### src/hdl/get_pkg.sv
// ----------------------------------------------------------------------------
// get_pkg
// Shared constants, types and helpers of the Prewitt edge threshold block.
// ----------------------------------------------------------------------------
package get_pkg;

	// Image limits.
	localparam int MAX_WIDTH  = 1024;
	localparam int MAX_HEIGHT = 4096;
	localparam int MIN_WIDTH  = 3;

	// Field and datapath widths.
	localparam int COL_W   = $clog2(MAX_WIDTH);
	localparam int ROW_W   = $clog2(MAX_HEIGHT);
	localparam int CFG_W   = 11;
	localparam int LUMA_W  = 16;
	localparam int ENTRY_W = 2 * LUMA_W;
	localparam int SUM_W   = LUMA_W + 3;
	localparam int SQ_W    = 2 * SUM_W - 2;
	localparam int MAG_W   = SQ_W + 1;
	localparam int FRAC_W  = 8;
	localparam int LIM_W   = 2 * CFG_W + 2 * FRAC_W;

	// APB port.
	localparam int ADDR_W = 3;
	localparam int DATA_W = 32;

	// Q8 luma weights.
	localparam int W_RED   = 77;
	localparam int W_GREEN = 150;
	localparam int W_BLUE  = 29;

	// Register reset values.
	localparam logic [CFG_W-1:0] THRESHOLD_RESET = CFG_W'(200);
	localparam logic [CFG_W-1:0] WIDTH_RESET     = CFG_W'(640);

	// Register indexes.
	typedef enum logic {
		REG_THRESHOLD,
		REG_WIDTH
	} reg_idx_t;

	typedef logic [LUMA_W-1:0] luma_t;

	// One new window column, handed from the line store stage to the judge.
	typedef struct packed {
		logic             valid;
		logic             emit;
		logic [COL_W-1:0] col;
		logic [ROW_W-1:0] row;
		luma_t            upper;
		luma_t            middle;
		luma_t            luma;
	} column_t;

	// Exact Q8 luma of one pixel.
	function automatic luma_t to_luma(logic [7:0] b, logic [7:0] g, logic [7:0] r);
		to_luma = LUMA_W'(W_RED * int'(r) + W_GREEN * int'(g) + W_BLUE * int'(b));
	endfunction

endpackage

### src/hdl/get_judge.sv
// ----------------------------------------------------------------------------
// get_judge
// 3x3 luma window, Prewitt sums, squared magnitude and threshold compare.
// ----------------------------------------------------------------------------
module get_judge (
	input  logic                      clk,
	input  logic                      arst_n,
	input  logic                      en,
	input  get_pkg::column_t          col_in,
	input  logic [get_pkg::CFG_W-1:0] edge_threshold,
	output logic                      out_valid,
	output logic                      edge_res,
	output logic [get_pkg::COL_W-1:0] centre_column,
	output logic [get_pkg::ROW_W-1:0] centre_row
);
	import get_pkg::*;

	luma_t                   win_q [9];
	logic                    valid_s2, valid_s3, valid_s4, out_valid_q;
	logic [COL_W-1:0]        col_s2, col_s3, col_s4;
	logic [ROW_W-1:0]        row_s2, row_s3, row_s4;
	logic [SUM_W-1:0]        left, right, top, bottom;
	logic signed [SUM_W-1:0] sx, sy, sx_s3, sy_s3;
	logic signed [2*SUM_W-1:0] px, py;
	logic [SQ_W-1:0]         sqx_s4, sqy_s4;
	logic [2*CFG_W-1:0]      thr_sq_q;
	logic [MAG_W-1:0]        mag;
	logic [LIM_W-1:0]        lim;
	logic                    edge_q;
	logic [COL_W-1:0]        centre_col_q;
	logic [ROW_W-1:0]        centre_row_q;

	function automatic logic [SUM_W-1:0] sum3(luma_t a, luma_t b, luma_t c);
		sum3 = SUM_W'(a) + SUM_W'(b) + SUM_W'(c);
	endfunction

	// Window shift: index row*3 + col, column 2 newest.
	always_ff @(posedge clk or negedge arst_n) begin
		if (!arst_n) begin
			for (int i = 0; i < 9; i++) begin
				win_q[i] <= '0;
			end
		end else if (en && col_in.valid) begin
			for (int k = 0; k < 3; k++) begin
				win_q[k*3]   <= win_q[k*3+1];
				win_q[k*3+1] <= win_q[k*3+2];
			end
			win_q[2] <= col_in.upper;
			win_q[5] <= col_in.middle;
			win_q[8] <= col_in.luma;
		end
	end

	// Valid chain through the arithmetic stages.
	always_ff @(posedge clk or negedge arst_n) begin
		if (!arst_n) begin
			valid_s2    <= 1'b0;
			valid_s3    <= 1'b0;
			valid_s4    <= 1'b0;
			out_valid_q <= 1'b0;
		end else if (en) begin
			valid_s2    <= col_in.valid && col_in.emit;
			valid_s3    <= valid_s2;
			valid_s4    <= valid_s3;
			out_valid_q <= valid_s4;
		end
	end

	// Prewitt sums over the current window.
	always_comb begin
		left   = sum3(win_q[0], win_q[3], win_q[6]);
		right  = sum3(win_q[2], win_q[5], win_q[8]);
		top    = sum3(win_q[0], win_q[1], win_q[2]);
		bottom = sum3(win_q[6], win_q[7], win_q[8]);
		sx     = $signed(right - left);
		sy     = $signed(bottom - top);
	end

	assign px  = sx_s3 * sx_s3;
	assign py  = sy_s3 * sy_s3;
	assign mag = MAG_W'(sqx_s4) + MAG_W'(sqy_s4);
	assign lim = {thr_sq_q, {(2*FRAC_W){1'b0}}};

	// Threshold square, refreshed every cycle from the register.
	always_ff @(posedge clk) begin
		thr_sq_q <= (2*CFG_W)'(edge_threshold) * (2*CFG_W)'(edge_threshold);
	end

	// Stage payloads.
	always_ff @(posedge clk) begin
		if (en) begin
			col_s2       <= col_in.col;
			row_s2       <= col_in.row;
			sx_s3        <= sx;
			sy_s3        <= sy;
			col_s3       <= col_s2;
			row_s3       <= row_s2;
			sqx_s4       <= px[SQ_W-1:0];
			sqy_s4       <= py[SQ_W-1:0];
			col_s4       <= col_s3;
			row_s4       <= row_s3;
			edge_q       <= LIM_W'(mag) > lim;
			centre_col_q <= col_s4 - 1'b1;
			centre_row_q <= row_s4 - 1'b1;
		end
	end

	assign out_valid     = out_valid_q;
	assign edge_res      = edge_q;
	assign centre_column = centre_col_q;
	assign centre_row    = centre_row_q;

endmodule

### config.mk
export PLATFORM = sky130hd
export DESIGN_NAME = get_judge
export DESIGN_NICKNAME = d
export VERILOG_FILES = /design/src/hdl/get_pkg.sv /design/src/hdl/get_judge.sv
export SDC_FILE = /design/constraint.sdc
export NUM_CORES = 2
export LEC_CHECK = 0
export BUFFER_PORTS_ARGS = -buffer_cell sky130_fd_sc_hd__buf_2
export CAP_MARGIN = 25
export CELL_PAD_IN_SITES_DETAIL_PLACEMENT = 0
export CELL_PAD_IN_SITES_GLOBAL_PLACEMENT = 1
export CORE_AREA = 8 8 501 380
export DETAILED_ROUTE_END_ITERATION = 10
export DIE_AREA = 0 0 509 388
export GPL_TIMING_DRIVEN = 0
export PLACE_DENSITY = 0.52
export SLEW_MARGIN = 10
export SYNTH_ARGS = -nofsm -noshare
export SYNTH_HDL_FRONTEND = slang
export SYNTH_SLANG_ARGS = --single-unit
### constraint.sdc
create_clock -name clk -period 7.1 [get_ports clk]
set_input_delay 0.355 -clock clk [delete_from_list [all_inputs] [get_ports clk]]
set_output_delay 0.355 -clock clk [all_outputs]
set_load 0.01 [all_outputs]
==> results.toml <==
[outcome]
status = "finished clean"

[yosys]
netlist-cell-type-count = 76
synth.top_cell.area_share_pct = 36.7
synth_nets = 5485
synth_area_mm2 = 0.0453
yosys.area.top_type = "fa_1"
avgSynthCellArea_um2 = 10.8
ys_warn_count = 0
synth_edf_count = 197
ys.flop_type = "edfxtp_1"
synth-seq-area-share_pct = 22.2
synthArstFlopShare_pct = 40.4
synth_seq_cells = 366
syn_inst = 4176
yosys-top-cells-area = "fa_1, edfxtp_1, ha_1"

[global_routing]
antenna_found_initial = 5
grt_overflow = 0
first_global_vias = 31000
grt_pass1_wl_mm = 188
grt_max_degree = 108
grtUsageTotal_pct = 12.3

[layout]
fin_cells = 6939
area_growth_syn_to_layout_pct = 16.7
fin_nets = 5795
final_layout_size_suffix_gt1_share_pct = 13.7

[timing]
fin_crit_sh_pct = 98.2
final_hold_viol_count = 0
final-setup-viol-count = 0
max_freq_mhz = 143
fin_worst_skew_ns = 0.0495
drv_slew = 0
tightest_slew_ns = 1.06
rsz0062_at_grt = "true"
fin_setup_tns_ns = 0
relSlewSlack_pct = 29.2
layout_min_cycle_time_ns = 6.97
fin_ws_ns = 0.128

[floorplan]
die_width_um = 509
row_count = 136
io_pins = 110
die_area_mm2 = 0.197
start_util_pct = 24.8
core_area_mm2 = 0.182
dieHeight_um = 388

[drt]
wl_per_cell_um = 17.2
postRouteAntennaNets = 0
first_pass_iters = 7
post-route-drc-count = 0
drt_iter0_markers = 1663
vias_per_cell = 4.13
drt-total-wl_mm = 119
num_vias = 28600

[clocking]
clock_path_buffers = 3
cts.sinks = 366
root_buffer = "clkbuf_16"
htreeDepth = 2
cts.reportedPaths.clkPinSlew_ns = 0.07
cts_made_buffers = 44
worstSkewPairLatency_ns = 0.64
cts_tree = "built"

[placed_design]
post-place-ws_ns = -1.73
gp_routability_congestion = 0.821
dp_cells = 6704
dp.final_hpwl_mm = 99.5
port_buffers = 109

[worst_setup_path]
critPathKind = "flop to flop"
r2r_start = "sy_s3[1]$_DFFE_PP_"
crit_buf_inv = 4
r2r_setup_slack_ns = 0.13
regToRegEndpoint = "sqy_s4[31]$_DFFE_PP_"
path_cells = "buf_8 > buf_8 > nand2_2 > fa_2 > fa_2 > fa_2 > clkinvlp_4 > buf_4 > fa_1 > fa_1 > fa_1 > ha_1 > ha_1 > and3_1 > a221o_1 > and2_2 > nor2_4 > o21ai_2 > a2111o_1 > o211ai_1"
slowest_stage = "fa_2"
start_kind = "flop"
slowest_delay_ns = 0.64
crit_family = "adder cells"
worst_setup_path_end_kind = "flop"
path_depth = 20
cp_data_required_time_ns = 7.48
arrival_ns = 7.35
cp_max_fo = 10
r2r_cells = 20

[min_path]
hold_class = "input pin to flop"
hp-start = "col_in[0]"
hold_depth = 2
hold_end = "win_q[0]$_DFFE_PN0P_"

[flow_run]
maxCapViolations = 0
==> per-stage QoR <==
| step | hold WS [ns] | util [%] | cell area (um^2) |
|---|---|---|---|
| finish | 0.0681 | 29.0 | 52800 |
| global route | 0.0285 | 29.0 | 52800 |
| CTS | 0.0249 | 28.7 | 52300 |
| detailed placement | 0.335 | 26.9 | 48900 |
| global placement | 0.400 | 26.8 | 48800 |
| floorplan | 0.0594 | - | 45300 |
==> worst register-to-register path, cell delays in order (launching register included) <==
cell        delay [ns]
edfxtp_1          0.48
buf_8             0.17
buf_8             0.16
nand2_2           0.09
fa_2              0.64
fa_2              0.48
fa_2              0.59
clkinvlp_4        0.14
buf_4             0.19
fa_1              0.46
fa_1              0.57
fa_1              0.42
ha_1              0.31
ha_1              0.33
and3_1            0.19
a221o_1           0.37
and2_2            0.25
nor2_4            0.14
o21ai_2           0.10
a2111o_1          0.42
o211ai_1          0.22
==> cells in the mapped netlist, types with 55 or more instances <==
library cell     n
dfrtp_1        148
nor2_1         141
inv_1         1019
edfxtp_1       197
xor2_1          64
o21ai_0         63
a21o_1          55
xnor2_1        132
mux2_2         148
clkbuf_1        96
a21oi_1         83
and2_1         124
ha_1           394
nand2_1        321
fa_1           829
==> worst max-delay path by stage <==
stage / from / slack (ns) / endpoint
after floorplan: sx_s3[15]$_DFFE_PP_ / 0.45 / sqx_s4[35]$_DFFE_PP_
after global placement: sy_s3[18]$_DFFE_PP_ / -1.73 / sqy_s4[35]$_DFFE_PP_
after detailed placement: sy_s3[18]$_DFFE_PP_ / -1.73 / sqy_s4[35]$_DFFE_PP_
after CTS: sy_s3[12]$_DFFE_PP_ / -0.006 / sqy_s4[32]$_DFFE_PP_
after global routing: sy_s3[4]$_DFFE_PP_ / -0.01 / sqy_s4[31]$_DFFE_PP_
final: sy_s3[1]$_DFFE_PP_ / 0.13 / sqy_s4[31]$_DFFE_PP_
==> cells in the final DEF, fill, tap and decap left out, types with 19 or more instances in the layout <==
cell,count
nand2b_1,23
and2_1,119
dfxtp_1,21
a21oi_1,73
nand3_1,20
buf_2,109
dlygate4sd3_1,73
nand2_1,313
a21o_1,55
clkbuf_1,32
nor2b_1,50
ha_1,377
o21ai_0,56
nor2_1,134
edfxtp_1,197
buf_4,86
clkbuf_16,47
xor2_1,64
mux2_2,148
fa_1,808
clkbuf_8,19
fa_2,21
dfrtp_1,148
xnor2_1,129
nor3_1,31
inv_1,1010
==> sequential cells by signal (all words and copies together) (netlist names), 10 cells and up <==
name	cells
col_s2	10
sqy_s4	35
sx_s3	19
row_s4	12
sy_s3	19
row_s3	12
col_s3	10
win_q	144
col_s4	10
thr_sq_q	21
centre_row	12
row_s2	12
sqx_s4	35
centre_column	10
==> cell type report <==
cell class                      instances  area, um^2
Clock inverter                         31         283
Timing Repair Buffer                  276        2150
Sequential cell                       366       10000
Inverter                             1020        3860
Buffer                                 85         751
Clock buffer                           51        1170
Tap cell                             2415        3020
Fill cell                           19000      129000
Antenna cell                            2        5.00
Multi-Input combinational cell       2693       31600
==> cells by family after synthesis <==
family | synth area share [%]
muxes | 3.73
DFF | 22.2
adders and majority gates | 47.6
and+or+nand+nor | 8.19
xor gates and xnor gates | 3.79
AOI/OAI and AO/OA | 5.30
buffers and inverters | 9.26
==> routing by layer <==
layer  vias up  track usage (%)  share of wire (%)  routed length, um
met1     14600             19.8                 54              64800
met2       445             17.2                 40              47400
met4         0             1.70                1.3               1530
li1      13600                -                  -                  -
met3        82             2.02                4.7               5660
met5         -                0                  0                  0
==> timing repair <==
item | in CTS | in global routing
hold buffers | 73 | 0
endpoints found under the hold margin | 135 | 0
pin swaps | 25 | 40
setup buffers | 61 | 29
resized for setup | 202 | 110
endpoints found under the setup margin | 41 | 16
Power is not shown: default switching activity piles up to over one toggle a cycle in this logic, so the estimate is an artifact.
